## config.mk

```make
export PLATFORM = sky130hd
export DESIGN_NAME = page_crc_seal_and_check_unit
export DESIGN_NICKNAME = d
export VERILOG_FILES = /design/src/hw/rtl/pcrc_pkg.sv /design/src/hw/rtl/pcrc_engine.sv /design/src/hw/rtl/page_crc_seal_and_check_unit.sv
export SDC_FILE = /design/constraint.sdc
export NUM_CORES = 1
export LEC_CHECK = 0
export BUFFER_PORTS_ARGS = -buffer_cell sky130_fd_sc_hd__clkbuf_2
export CAP_MARGIN = 10
export CORE_MARGIN = 2
export CORE_UTILIZATION = 51
export CTS_CLUSTER_DIAMETER = 120
export CTS_CLUSTER_SIZE = 24
export DETAILED_ROUTE_END_ITERATION = 8
export GPL_TIMING_DRIVEN = 0
export MAX_ROUTING_LAYER = met4
export PLACE_DENSITY_LB_ADDON = 0.12
export SETUP_SLACK_MARGIN = 0.4
export SYNTH_ARGS = -nofsm -noshare
export SYNTH_HDL_FRONTEND = slang
export SYNTH_SLANG_ARGS = --single-unit
export TNS_END_PERCENT = 1
```

## constraint.sdc

```tcl
create_clock -name clk -period 5.8 [get_ports clk]
set_input_delay 1.16 -clock clk [delete_from_list [all_inputs] [get_ports clk]]
set_output_delay 1.16 -clock clk [all_outputs]
set_load 0.1 [all_outputs]
```

## src/hw/rtl/pcrc_pkg.sv

```systemverilog
package pcrc_pkg;

  localparam int unsigned CrcWidth  = 32;
  localparam int unsigned ByteWidth = 8;
  localparam int unsigned StatWidth = 3;

  localparam logic [CrcWidth-1:0] CrcPoly    = 32'hEDB8_8320;
  localparam logic [CrcWidth-1:0] CrcAllOnes = 32'hFFFF_FFFF;
  localparam logic [CrcWidth-1:0] MarkNormal = 32'hFFFF_FFFF;
  localparam logic [CrcWidth-1:0] MarkBitmap = 32'hFFFF_FFFE;
  localparam logic [CrcWidth-1:0] CrcClamp   = 32'hFFFF_FFFD;

  localparam logic OpCompute = 1'b0;
  localparam logic OpCheck   = 1'b1;

  localparam logic KindNormal = 1'b0;
  localparam logic KindBitmap = 1'b1;

  typedef enum logic [StatWidth-1:0] {
    STAT_MATCH        = 3'd0,
    STAT_MARKER_OK    = 3'd1,
    STAT_BLANK_BITMAP = 3'd2,
    STAT_MISMATCH     = 3'd3,
    STAT_BAD_MARKER   = 3'd4
  } status_t;

  typedef struct packed {
    logic                 operation;
    logic                 page_kind;
    logic [CrcWidth-1:0]  page_number;
    logic [ByteWidth-1:0] data_byte;
    logic                 first_byte;
    logic                 last_byte;
    logic [CrcWidth-1:0]  stored_crc;
  } item_t;

  function automatic logic [CrcWidth-1:0] crc_fold(input logic [CrcWidth-1:0]  crc_in,
                                                   input logic [ByteWidth-1:0] data);
    logic [CrcWidth-1:0] r;
    r = crc_in ^ {{(CrcWidth-ByteWidth){1'b0}}, data};
    for (int i = 0; i < ByteWidth; i++) begin
      r = r[0] ? ((r >> 1) ^ CrcPoly) : (r >> 1);
    end
    return r;
  endfunction

endpackage

```

## src/hw/rtl/pcrc_engine.sv

```systemverilog
module pcrc_engine (
  input  logic                          clk,
  input  logic                          rst,
  input  pcrc_pkg::item_t               item,
  input  logic                          advance,
  output logic [pcrc_pkg::CrcWidth-1:0] crc_value,
  output pcrc_pkg::status_t             status
);
  import pcrc_pkg::*;

  logic [CrcWidth-1:0] running_crc;
  logic                all_zero;
  logic [CrcWidth-1:0] running_crc_next;
  logic                all_zero_next;
  logic [CrcWidth-1:0] base;
  logic [CrcWidth-1:0] final_crc;
  logic [CrcWidth-1:0] marker;

  always_comb begin
    base             = item.first_byte ? ~item.page_number : running_crc;
    running_crc_next = crc_fold(base, item.data_byte);
    all_zero_next    = (item.first_byte | all_zero) & (item.data_byte == '0);
    final_crc        = running_crc_next ^ CrcAllOnes;
    crc_value        = (final_crc >= MarkBitmap) ? CrcClamp : final_crc;
    marker           = (item.page_kind == KindBitmap) ? MarkBitmap : MarkNormal;
    status           = STAT_MATCH;
    if (item.operation == OpCheck) begin
      if (item.stored_crc >= MarkBitmap) begin
        status = (item.stored_crc == marker) ? STAT_MARKER_OK : STAT_BAD_MARKER;
      end else if (crc_value != item.stored_crc) begin
        if (item.page_kind == KindBitmap && item.stored_crc == '0 && all_zero_next) begin
          status = STAT_BLANK_BITMAP;
        end else begin
          status = STAT_MISMATCH;
        end
      end
    end
  end

  always_ff @(posedge clk) begin
    if (rst) begin
      running_crc <= '0;
      all_zero    <= 1'b1;
    end else if (advance) begin
      running_crc <= running_crc_next;
      all_zero    <= all_zero_next;
    end
  end

endmodule

```

## src/hw/rtl/page_crc_seal_and_check_unit.sv

```systemverilog
// Page CRC seal and check unit.
// Input stream: one covered page byte per request. tuser flags the operation
// (compute or check), the page kind and the first byte of a page; tlast marks
// the last covered byte, which must carry the stored trailer word in tdata.
// Output stream: one result per page, the clamped CRC in tdata and the status
// code in tuser. Non-last bytes produce no output.
// Throughput: one byte per cycle while no last byte waits on a held result,
// set by the byte-wide CRC fold between the input and result registers.
// A last byte goes from the input register, through the fold, to the result register.
// Reset clears both valid flags, sets the running CRC to zero and the
// all-zero flag to one. When the receiver stalls, the result register holds;
// non-last bytes keep flowing, and a further last byte waits in the input
// register until the result is taken, which drops s_axis_tready.
module page_crc_seal_and_check_unit (
  input  logic        clk,
  input  logic        rst,
  input  logic        s_axis_tvalid,
  output logic        s_axis_tready,
  // page_number[31:0], data_byte[39:32], stored_crc[71:40]
  input  logic [71:0] s_axis_tdata,
  // operation[0], page_kind[1], first_byte[2]
  input  logic [2:0]  s_axis_tuser,
  input  logic        s_axis_tlast,
  output logic        m_axis_tvalid,
  input  logic        m_axis_tready,
  // crc_value[31:0]
  output logic [31:0] m_axis_tdata,
  // status[2:0]
  output logic [2:0]  m_axis_tuser
);
  import pcrc_pkg::*;

  item_t               stage;
  logic                stage_valid;
  logic                out_free;
  logic                advance;
  logic [CrcWidth-1:0] crc_calc;
  status_t             status_calc;
  item_t               in_item;

  assign out_free      = !m_axis_tvalid || m_axis_tready;
  assign advance       = stage_valid && (!stage.last_byte || out_free);
  assign s_axis_tready = !stage_valid || advance;

  always_comb begin
    in_item.page_number = s_axis_tdata[31:0];
    in_item.data_byte   = s_axis_tdata[39:32];
    in_item.stored_crc  = s_axis_tdata[71:40];
    in_item.operation   = s_axis_tuser[0];
    in_item.page_kind   = s_axis_tuser[1];
    in_item.first_byte  = s_axis_tuser[2];
    in_item.last_byte   = s_axis_tlast;
  end

  pcrc_engine u_engine (
    .clk       (clk),
    .rst       (rst),
    .item      (stage),
    .advance   (advance),
    .crc_value (crc_calc),
    .status    (status_calc)
  );

  always_ff @(posedge clk) begin
    if (rst) begin
      stage_valid   <= 1'b0;
      m_axis_tvalid <= 1'b0;
    end else begin
      if (s_axis_tready) begin
        stage_valid <= s_axis_tvalid;
      end
      if (advance && stage.last_byte) begin
        m_axis_tvalid <= 1'b1;
      end else if (m_axis_tready) begin
        m_axis_tvalid <= 1'b0;
      end
    end
  end

  always_ff @(posedge clk) begin
    if (s_axis_tvalid && s_axis_tready) begin
      stage <= in_item;
    end
    if (advance && stage.last_byte) begin
      m_axis_tdata <= crc_calc;
      m_axis_tuser <= status_calc;
    end
  end

  a_no_marker_out: assert property (@(posedge clk) disable iff (rst)
    m_axis_tvalid |-> (m_axis_tdata <= CrcClamp))
    else $error("marker value on result");

  a_status_range: assert property (@(posedge clk) disable iff (rst)
    m_axis_tvalid |-> (m_axis_tuser <= STAT_BAD_MARKER))
    else $error("status code out of range");

  a_bytes_flow: assert property (@(posedge clk) disable iff (rst)
    (stage_valid && !stage.last_byte) |-> advance)
    else $error("non-last byte stalled");

  a_no_overwrite: assert property (@(posedge clk) disable iff (rst)
    (m_axis_tvalid && !m_axis_tready) |-> !(advance && stage.last_byte))
    else $error("result overwritten while stalled");

endmodule

```

==> Word-level counts from Yosys, hierarchy flattened <==
Index checks and enable logic that the tools add are counted.
{ "classes": {"shift": 0, "addsub": 0, "n_mul": 0, "bitwise": 13, "magnitude_cmp": 2, "eq_ne": 2, "div_mod_pow": 0, "reduce_logical": 14, "muxes": 17} }
{ "op_table": {"columns": ["op", "n"], "rows": [
  ["2-to-1 mux 32 bit", 10],
  ["NOT 13 -> 14 bit", 8],
  ["greater-or-equal comparator 32 bit, second input constant", 2],
  ["NOT 32 bit", 2],
  ["equality test 32 bit", 1],
  ["logical NOT 32 bit", 1],
  ["inequality test 32 bit", 1],
  ["XOR 32 x 8 -> 32 bit", 1],
  ["logical NOT 8 bit", 1],
  ["2-to-1 mux 3 bit", 2],
  ["logical AND 1 bit", 5],
  ["2-to-1 mux 1 bit", 4],
  ["logical NOT 1 bit", 3],
  ["logical OR 1 bit", 3],
  ["2-to-1 mux 2 bit", 1],
  ["nonzero test 2 bit", 1],
  ["bitwise AND 1 bit", 1],
  ["OR 1 bit", 1]
]} }
{ "totals": {"output_inout_bits": 37, "latchBits": 0, "rom_bits": 0, "ramBits": 0, "in_bits": 80, "n_memories": 0, "elab_cells": 61, "reg_bits": 146} }

==> Longest topological paths before layout <==
Gate-level depths: netlist of the first run.
{ "depth": {"word_depth": 25, "ltp_mapped": 16, "mapped_depth_nobuf": 13} }

==> By module <==
A second synthesis of the first run with hierarchy kept.
{ "hier_totals": {"cells_unflattened": 563, "area_unflattened_um2": 6974.2} }
{ "modules_own_cells": {"columns": ["module", "area_per_inst_um2", "n_inst", "cells_each", "seq_area_each_um2"], "rows": [
  ["pcrc_engine", 3537.1, 1, 440, 660.6],
  ["page_crc_seal_and_check_unit", 3437.0, 1, 123, 3373.2]
]} }

==> Least setup slack after synthesis of the first run <==
No wires, ideal clock.
{ "synth_timing": {"path_type": "in2reg", "from": "input port m_axis_tready", "to": "register stage[0] (netlist name) (enable)", "path_slack_ns": 0.174, "setup_time_ns": 0.555, "required_ns": 5.245, "arrival_time_ns": 5.071, "n_path_buf": 0, "path_stages": 2, "path_cell_list": "nor2b_1 a31oi_1"} }
{ "synth_via": {"elab_chain_cells": 5} }
{ "synth_lines": {"columns": ["element", "line_no", "source"], "rows": [
  ["start, declared", "page_crc_seal_and_check_unit.sv:25", "input logic m_axis_tready,"],
  ["logical OR 1 bit", "page_crc_seal_and_check_unit.sv:41", "assign out_free = !m_axis_tvalid || m_axis_tready;"],
  ["logical OR 1 bit", "page_crc_seal_and_check_unit.sv:42", "assign advance = stage_valid && (!stage.last_byte || out_free);"],
  ["logical AND 1 bit", "page_crc_seal_and_check_unit.sv:42", null],
  ["logical OR 1 bit", "page_crc_seal_and_check_unit.sv:43", "assign s_axis_tready = !stage_valid || advance;"],
  ["logical AND 1 bit", "page_crc_seal_and_check_unit.sv:81", "if (s_axis_tvalid && s_axis_tready) begin"],
  ["end signal, assigned", "page_crc_seal_and_check_unit.sv:82", "stage <= in_item;"],
  ["end, declared", "page_crc_seal_and_check_unit.sv:33", "item_t stage;"]
]} }
No other way between the ends.
A chain may end at the register's enable or synchronous reset.

==> Worst setup path after layout of the first run <==
{ "layout_timing": {"from": "register stage[33] (netlist name)", "to": "register m_axis_tuser[0], data pin"} }
{ "layout_via": {"elab_cells_between_ends": 28, "classes_between": "order compare (1); eq/ne (1); mux (13); bitwise (12); reduce/logical (1)"} }
{ "layout_lines": {"columns": ["element", "line_no", "source"], "rows": [
  ["2-to-1 mux 32 bit *", "pcrc_engine.sv:20", "base = item.first_byte ? ~item.page_number : running_crc;"],
  ["XOR 32 x 8 -> 32 bit *", "pcrc_pkg.sv:40", "r = crc_in ^ {{(CrcWidth-ByteWidth){1'b0}}, data};"],
  ["NOT 13 -> 14 bit (no source line)", null, null],
  ["2-to-1 mux 32 bit * (7 in a row)", "pcrc_pkg.sv:42", "r = r[0] ? ((r >> 1) ^ CrcPoly) : (r >> 1);"],
  ["NOT 13 -> 14 bit (no source line)", null, null],
  ["2-to-1 mux 32 bit *", "pcrc_pkg.sv:42", null],
  ["net u_engine.running_crc_next[30]", "pcrc_engine.sv:13", "logic [CrcWidth-1:0] running_crc_next;"],
  ["NOT 32 bit (no source line) *", null, null],
  ["greater-or-equal comparator 32 bit", "pcrc_engine.sv:24", "crc_value = (final_crc >= MarkBitmap) ? CrcClamp : final_crc;"],
  ["2-to-1 mux 32 bit *", "pcrc_engine.sv:24", null],
  ["inequality test 32 bit *", "pcrc_engine.sv:30", "end else if (crc_value != item.stored_crc) begin"],
  ["2-to-1 mux 2 bit *", "pcrc_engine.sv:30", null],
  ["2-to-1 mux 3 bit *", "pcrc_engine.sv:28", "if (item.stored_crc >= MarkBitmap) begin"],
  ["end signal, assigned", "page_crc_seal_and_check_unit.sv:86", "m_axis_tuser <= status_calc;"],
  ["end, declared", "page_crc_seal_and_check_unit.sv:29", "output logic [2:0] m_axis_tuser"]
]} }
Mark *: on every way through the listed nets, which the timed path passes. The rest lies on a longest branch.

==> impl_metrics.toml, run 1 <==
[status]
status = "complete, no violations"

[critical_path]
slowest_delay_ps = 660
r2r_setup_slack_ps = 1570
arrival_ps = 4380
timing.rr.end = "m_axis_tuser[0]"
worstPathRequired_ps = 5950
crit_start = "stage[33]"
cp_num_cells = 13
crit_fanout = 10
crit_end = "m_axis_tuser[0]"
path_cells = "buf_6, buf_8, nor2_1, a21oi_2, xnor2_2, xnor2_4, inv_2, ha_1, a21oi_1, or4b_2, or4_1, a2111oi_4, a311oi_1"
critPathTopFamily = "simple AND/OR/NAND/NOR gates"
slowest_stage = "or4b_2"
start_kind = "register"
worst_r2r_path_depth = 13
r2r_start = "stage[33]"
endpoint_kind = "register"
critPathKind = "reg -> reg"
cp_num_buf_inv = 3

[drt]
post-route-drc-count = 0
dr_total_vias = 4831
avgViaCountPerCell = 5.50
first_pass_iters = 5
drt_iter0_markers = 447
routed_wl_mm = 18.0
wl_per_cell_um = 20.5
drtAntennaViolNets = 0

[cts]
hold_buffers = 0
cts_sinks = 146
cts_buffer_depth = 2
cts_buffers = 17
ctsResizeCount = 0
cts_tree = "yes"
clockRootBuffer = "clkbuf_16"
htreeDepth = 4
clock_latency_ps = 430
clk_pin_slew_ps = 60
post_cts_buffers = 0

[logic_synthesis]
ys_ff_latch = 146
yosysTopAreaCell = "edfxtp_1"
synth_common_cells = "111 x edfxtp_1, 72 x xnor2_1, 54 x nor2_1"
synth_top_area_share = 0.463
yosysWarnings = 0
synth-main-ff-cell = "edfxtp_1"
syn_nets = 630
yosys-top-cells-area = "edfxtp_1 46%, dfxtp_1 9.7%, xnor2_1 8.8%, xnor3_1 4.4%, xor2_1 4.0%"
synth_area_um2 = 7200
ys_seq_area_frac = 0.560
synth_edf_count = 111
ys_async_sr_fraction = 0
ys_types = 58
synth_area_per_cell_um2 = 13.1
yosysMostFrequentCell = "edfxtp_1"
synthCells = 549

[place]
io_buffers = 115
dp_cells = 846
place_area_um2 = 8060
gp_congestion = 0.932
dpl.hpwl_mm = 13.1

[global_route]
grt_max_degree = 37
grt_pass1_wl_mm = 27.2
grt_pass1_vias = 4756
antenna_found_initial = 0
grt_remaining_overflow = 0
grtUsageTotal = 0.260

[die]
die_width_um = 123
initial_core_util = 0.521
die-area_um2 = 15100
rows = 43
coreArea_um2 = 13800
die_y_um = 123
ios = 117

[sta]
drv_slew = 0
fin_crit_sh = 0.729
hold_ws_ps = 486
worstMarginPinSlew_ps = 885
rsz0062_at_grt = "false"
finalSetupTns_ps = 0
skew_ps = 16.9
timing.fmax_mhz = 237
min_period_ps = 4230
relSlewSlack = 0.406
hold_violations = 0
finalSetupViolations = 0

[layout]
final_util = 0.629
fin_area_um2 = 8700
diodes = 0
synthToLayoutAreaGrowth_pct = 20.8
finalNonFillerCells = 878
drive_above_1_share = 0.277
final_net_count = 766
fill_cells = 1065

[min_path]
hp-class = "reg -> reg"

[power_and_ir_drop]
p_per_area_nw_per_um2 = 427
vdd_drop_max_mv = 0.252
leakagePower_nw = 3.37

[run]
maxCapViolations = 0
## cells by family (layout without fill, tap and decap cells)
kind of cell    count (synthesis)  in the layout  share of synthesized area
simple gates                  147            147                     0.0983
flops                         146            146                      0.560
xor+xnor                      135            135                      0.222
compound gates                 74             74                     0.0761
buf+inv                        33            182                     0.0224
mux                            13             13                     0.0198
fa+ha+maj                       1              1                    0.00174
## stage by stage
step / power [mW] / worst slack (ps)
after detailed placement: 2.53 / 1620
after CTS: 3.72 / 1600
after global placement: 2.53 / 923
after global routing: 3.85 / 1380
final: 3.71 / 1570
after floorplan: 2.20 / 1760
## report_power, final
part / switching [mW] / internal (mW) / total (mW)
registers: 0.0559 / 1.26 / 1.31
clock network: 0.415 / 0.767 / 1.18
logic: 0.794 / 0.423 / 1.22
## state kept, by name (all words and copies together), names as in the netlist
name	count
m_axis_tvalid	1
m_axis_tuser	3
u_engine.running_crc	32
u_engine.all_zero	1
m_axis_tdata	32
stage	76
stage_valid	1
## placed cells by master (no fill, tap or decap), drive strengths merged, types with 17 or more instances in the layout
master,Yosys,routed
a21oi,22,22
xnor2,81,81
a211oi,24,24
nand2,36,36
xnor3,17,17
clkbuf,14,152
nor2,54,54
edfxtp,111,111
xor2,37,37
dfxtp,35,35
## final cells by class
type	instances	area, um2	share of cell area
buffer	25	131	0.0151
clock buffer	23	489	0.0562
clock inverter	9	154	0.0177
inverter	8	30.0	0.00345
multi-input combinational	370	3020	0.347
sequential	146	4030	0.463
tap	180	225	0.0259
timing repair buffer	117	616	0.0707
## per-layer routing
| metal | global-route usage | up-vias | share of wire |
|---|---|---|---|
| met4 | 0.0984 | 0 | 0.019 |
| met1 | 0.361 | 2312 | 0.46 |
| met3 | 0.0669 | 27 | 0.081 |
| li1 | - | 2260 | - |
| met2 | 0.367 | 232 | 0.44 |
| met5 | - | - | 0 |
## worst min path at each step
stage	start	endpoint	slack (ps)	depth (start not counted)
6_report	u_engine.all_zero	u_engine.all_zero	490	1
4_1_cts	u_engine.all_zero	u_engine.all_zero	470	1
3_5_place_dp	u_engine.all_zero	u_engine.all_zero	460	1
3_3_place_gp	u_engine.all_zero	u_engine.all_zero	450	1
5_1_grt	u_engine.all_zero	u_engine.all_zero	500	1
2_1_floorplan	u_engine.all_zero	u_engine.all_zero	440	1
Power figures use the tool's default switching activity.
==> run 2: changes to the inputs <==
Clock period 5.8 ns to 3.7 ns, I/O delays scaled along.
==> impl_metrics.toml, run 2 (same netlist as run 1, synthesis figures left out) <==
[layout]
largest_register = "stage"
layout_commonest_cell = "clkbuf_2"
diodes = 0
fin_area_um2 = 9370
final_net_count = 810
finalNonFillerCells = 921
drive_above_1_share = 0.366
final_util = 0.678
synthToLayoutAreaGrowth_pct = 30.1
final_cell_mix = "115 x clkbuf_2, 111 x edfxtp_1, 56 x xnor2_1"
reg_top3 = "stage (76), m_axis_tdata (32), u_engine.running_crc (32)"
largest_reg_flops = 76

[critical_path]
worst_r2r_path_depth = 14
crit_start = "stage[33]"
arrival_ps = 4020
r2r_start = "stage[33]"
timing.rr.end = "m_axis_tuser[0]"
slowest_delay_ps = 520
crit_end = "m_axis_tuser[0]"
worstPathRequired_ps = 3950
path_cells = "buf_6, buf_12, buf_6, mux2i_1, xnor2_1, xnor3_2, nand2_1, a2111o_1, a2111oi_4, buf_4, buf_4, nand2_2, a21bo_2, a311oi_1"
cp_num_cells = 14
critPathTopFamily = "compound AO/OA/AOI/OAI gates"
endpoint_kind = "register"
start_kind = "register"
critPathKind = "reg -> reg"
cp_num_buf_inv = 5
r2r_setup_slack_ps = -70
slowest_stage = "xnor3_2"
crit_fanout = 10

[cts]
htreeDepth = 4
clock_latency_ps = 430
cts_tree = "yes"
clockRootBuffer = "clkbuf_16"
cts_sinks = 146
cts_buffer_depth = 2
clk_pin_slew_ps = 60
cts_buffers = 17

[die]
initial_core_util = 0.521
die_width_um = 123
coreArea_um2 = 13800
rows = 43
die-area_um2 = 15100
ios = 117
die_y_um = 123

[place]
place_area_um2 = 8060
dp_cells = 846
pre_cts_slack_ps = -521
io_buffers = 115
dpl.hpwl_mm = 13.4
gp_congestion = 0.932

[sta]
rsz0062_at_grt = "true"
finalSetupTns_ps = -116
relSlewSlack = 0.441
min_period_ps = 3770
skew_ps = 9.48
fin_crit_sh = 1.02
finalSetupViolations = 2
hold_violations = 0
fin_ws_ps = -70.7
timing.fmax_mhz = 265
hold_ws_ps = 472
drv_slew = 0
worstMarginPinSlew_ps = 838

[global_route]
grt_pass1_wl_mm = 28.9
grt_remaining_overflow = 0
grt_pass1_vias = 4915
grt_max_degree = 37
grtUsageTotal = 0.277
antenna_found_initial = 0

[drt]
routed_wl_mm = 19.4
drtAntennaViolNets = 0
first_pass_iters = 4
post-route-drc-count = 0
drt_iter0_markers = 385
avgViaCountPerCell = 5.53
dr_total_vias = 5090
wl_per_cell_um = 21.1

[status]
status = "finished, violations left"
violations = "negative setup slack"

[run]
maxCapViolations = 0

[min_path]
min_from = "u_engine.all_zero"
hp-class = "reg -> reg"

[power_and_ir_drop]
leakagePower_nw = 3.70
vdd_drop_max_mv = 0.470
total_power_mw = 6.27
p_per_area_nw_per_um2 = 669
[run 2: cell types whose count changed in the layout (fill, tap and decap cells not counted), sizes merged]
cell      change
clkbuf        -5
inv           +1
buf          +44
clkinvlp      -1
clkinv        +4
[run 2: timing repair]
item                                    4_1_cts  5_1_grt
gates resized for setup                      53       10
hold buffers                                  0        0
endpoints found under the setup margin        6        6
buffers inserted                             32       10
pin swaps                                    31       13
cloned                                        2        0
[run 2: where the power goes]
| group | internal, mW | total [mW] | leakage, nW | switching [mW] |
|---|---|---|---|---|
| clock | 1.11 | 1.76 | 0.290 | 0.648 |
| sequential | 1.97 | 2.06 | 1.36 | 0.0892 |
| combinational | 1.03 | 2.45 | 2.05 | 1.42 |
[run 2: worst register-to-register path, delay by kind of cell (launching register included)]
kind / cells / cell delay, ps
AOI/OAI and AO/OA: 4 / 1310
buffers and inverters: 5 / 820
xor gates and xnor gates: 2 / 630
DFF: 1 / 420
muxes: 1 / 260
and+or+nand+nor: 2 / 150
[run 2: layout make-up]
class                      count  area, um2
buffer                        25        148
clock buffer                  18        429
clock inverter                13        166
fill                        1037       4460
inverter                       8       35.0
multi-input combinational    370       3360
sequential                   146       4030
tap                          180        225
timing repair buffer         161        978
[run 2: how the worst min path moves through the flow]
stage / to / cells past startpoint / slack (ps)
2_1_floorplan: u_engine.all_zero / 1 / 440
3_3_place_gp: u_engine.all_zero / 1 / 450
3_5_place_dp: u_engine.all_zero / 1 / 460
4_1_cts: u_engine.running_crc[30] / 2 / 470
5_1_grt: stage[3] / 1 / 480
6_report: u_engine.all_zero / 1 / 470
[run 2: per-layer routing]
metal,global-route usage,vias to the layer above,wire [um]
met5,-,-,0
li1,-,2346,-
met1,0.374,2463,8390
met2,0.411,232,8950
met3,0.0520,49,1420
met4,0.121,0,661
==> run 3: changes to the inputs <==
Settings changed: CORE_UTILIZATION 51 to 53, CTS_BUF_LIST set to sky130_fd_sc_hd__clkbuf_4, SKIP_LAST_GASP set to 1, SLEW_MARGIN set to 20.
==> impl_metrics.toml, run 3 (same netlist as run 1, synthesis figures left out) <==
[status]
status = "complete, no violations"

[global_route]
grt_remaining_overflow = 0
gr-usage-met2 = 0.414
antenna_found_initial = 1
grtUsageMet3 = 0.0656
grt_busiest_layer = "met2"
use_met1 = 0.365
grt_max_degree = 33
grt_pass1_vias = 4972
grt_pass1_wl_mm = 28.2
grtUsageTotal = 0.275

[layout]
seq_area_um2 = 4030
final_util = 0.688
final_net_count = 805
final_cell_mix = "116 x clkbuf_2, 111 x edfxtp_1, 56 x xnor2_1"
multi_input_area_um2 = 3380
largest_register = "stage"
layout_commonest_cell = "clkbuf_2"
reg_top3 = "stage (76), m_axis_tdata (32), u_engine.running_crc (32)"
largest_reg_flops = 76
fill_cells = 994
drive_above_1_share = 0.365
synthToLayoutAreaGrowth_pct = 26.4
finalNonFillerCells = 914

[sta]
timing.fmax_mhz = 272
hold_ws_ps = 340
hold_violations = 0
skew_ps = 21.2
rsz0062_at_grt = "true"
relSlewSlack = 0.556
finalSetupViolations = 0
drv_slew = 0
worstMarginPinSlew_ps = 666
min_period_ps = 3680
fin_crit_sh = 0.994

[cts]
htreeDepth = 4
clk_pin_slew_ps = 130
cts_sinks = 146
hold_buffers = 0
cts_buffer_depth = 2
cts_buffers = 17
clockRootBuffer = "clkbuf_4"
clock_latency_ps = 560
cts_tree = "yes"

[critical_path]
crit_fanout = 10
endpoint_kind = "register"
start_kind = "register"
arrival_ps = 3980
critPathKind = "reg -> reg"
worstPathRequired_ps = 4010

[power_and_ir_drop]
vdd_drop_max_mv = 0.343
p_per_area_nw_per_um2 = 602
total_power_mw = 5.48
leakagePower_nw = 3.57

[run]
maxCapViolations = 0

[drt]
dr_total_vias = 5045
post-route-drc-count = 0
wl_per_cell_um = 20.4
drt_iter0_markers = 484
routed_wl_mm = 18.6
first_pass_iters = 5
avgViaCountPerCell = 5.52
drtAntennaViolNets = 0

[place]
dpl.hpwl_mm = 12.9
dp_cells = 844
gp_congestion = 0.936
io_buffers = 115

[die]
die-area_um2 = 14500
die_y_um = 121
rows = 42
initial_core_util = 0.544
die_width_um = 121
coreArea_um2 = 13200
ios = 117

[min_path]
hp-class = "in -> reg"
[run 3: changes by cell type in the layout (fill, tap and decap cells not counted), sizes merged]
cell	change
clkinvlp	+3
clkinv	-1
buf	-5
bufinv	-1
diode	+1
[run 3: worst max-delay path, stage by stage (launching register included)]
cell	delay (ps)
edfxtp_1	390
buf_6	170
buf_12	160
nand2_2	60
o21ai_2	60
xnor2_2	140
buf_6	150
buf_4	150
buf_4	160
xnor3_2	450
nand2_1	70
a2111o_1	440
a2111oi_4	270
nand4_2	170
a2111oi_4	420
a311oi_2	160
[run 3: worst paths after layout]
path	from	end	slack [ps]	depth (start not counted)
max	stage[33]	m_axis_tuser[0]	20	15
min	s_axis_tdata[55]	stage[15]	340	1
max reg2reg	stage[33]	m_axis_tuser[0]	20	15
min reg2reg	u_engine.running_crc[30]	u_engine.running_crc[30]	490	2
[run 3: layer usage]
| metal | up-vias | share of wire |
|---|---|---|
| li1 | 2328 | - |
| met1 | 2445 | 0.42 |
| met2 | 237 | 0.47 |
| met3 | 35 | 0.086 |
| met4 | 0 | 0.029 |
| met5 | - | 0 |
[run 3: through the flow]
| step | TNS, ps | area, um2 | setup slack (ps) |
|---|---|---|---|
| 6_report | 0 | 9100 | 22.8 |
| 5_1_grt | -133 | 9100 | -77.5 |
| 4_1_cts | -184 | 8850 | -113 |
| 3_5_place_dp | -914 | 8120 | -478 |
| 3_3_place_gp | -1010 | 8010 | -521 |
| 2_1_floorplan | 0 | 7220 | 55.8 |
[run 3: final cells by class]
| cell class | instances | area share |
|---|---|---|
| clock buffers | 18 | 0.0148 |
| diodes | 1 | 0.000275 |
| well taps | 176 | 0.0242 |
| multi-input cells | 370 | 0.371 |
| inverters | 8 | 0.00357 |
| flip-flops and latches | 146 | 0.443 |
| plain buffers | 25 | 0.0161 |
| repair buffers | 156 | 0.109 |
| clock inverters | 14 | 0.0181 |
[run 3: what timing repair did]
item                       4_1_cts  5_1_grt
pin swaps                       15       20
setup endpoints to repair        6        6
resized for setup               30       30
gates cloned                     0        0
buffers inserted                26       11
[run 3: power breakdown]
group	leakage [nW]	total, mW	internal, mW	switching (mW)
clock network	0.152	1.06	0.472	0.588
logic	2.06	2.36	0.958	1.41
registers	1.36	2.05	1.96	0.0895
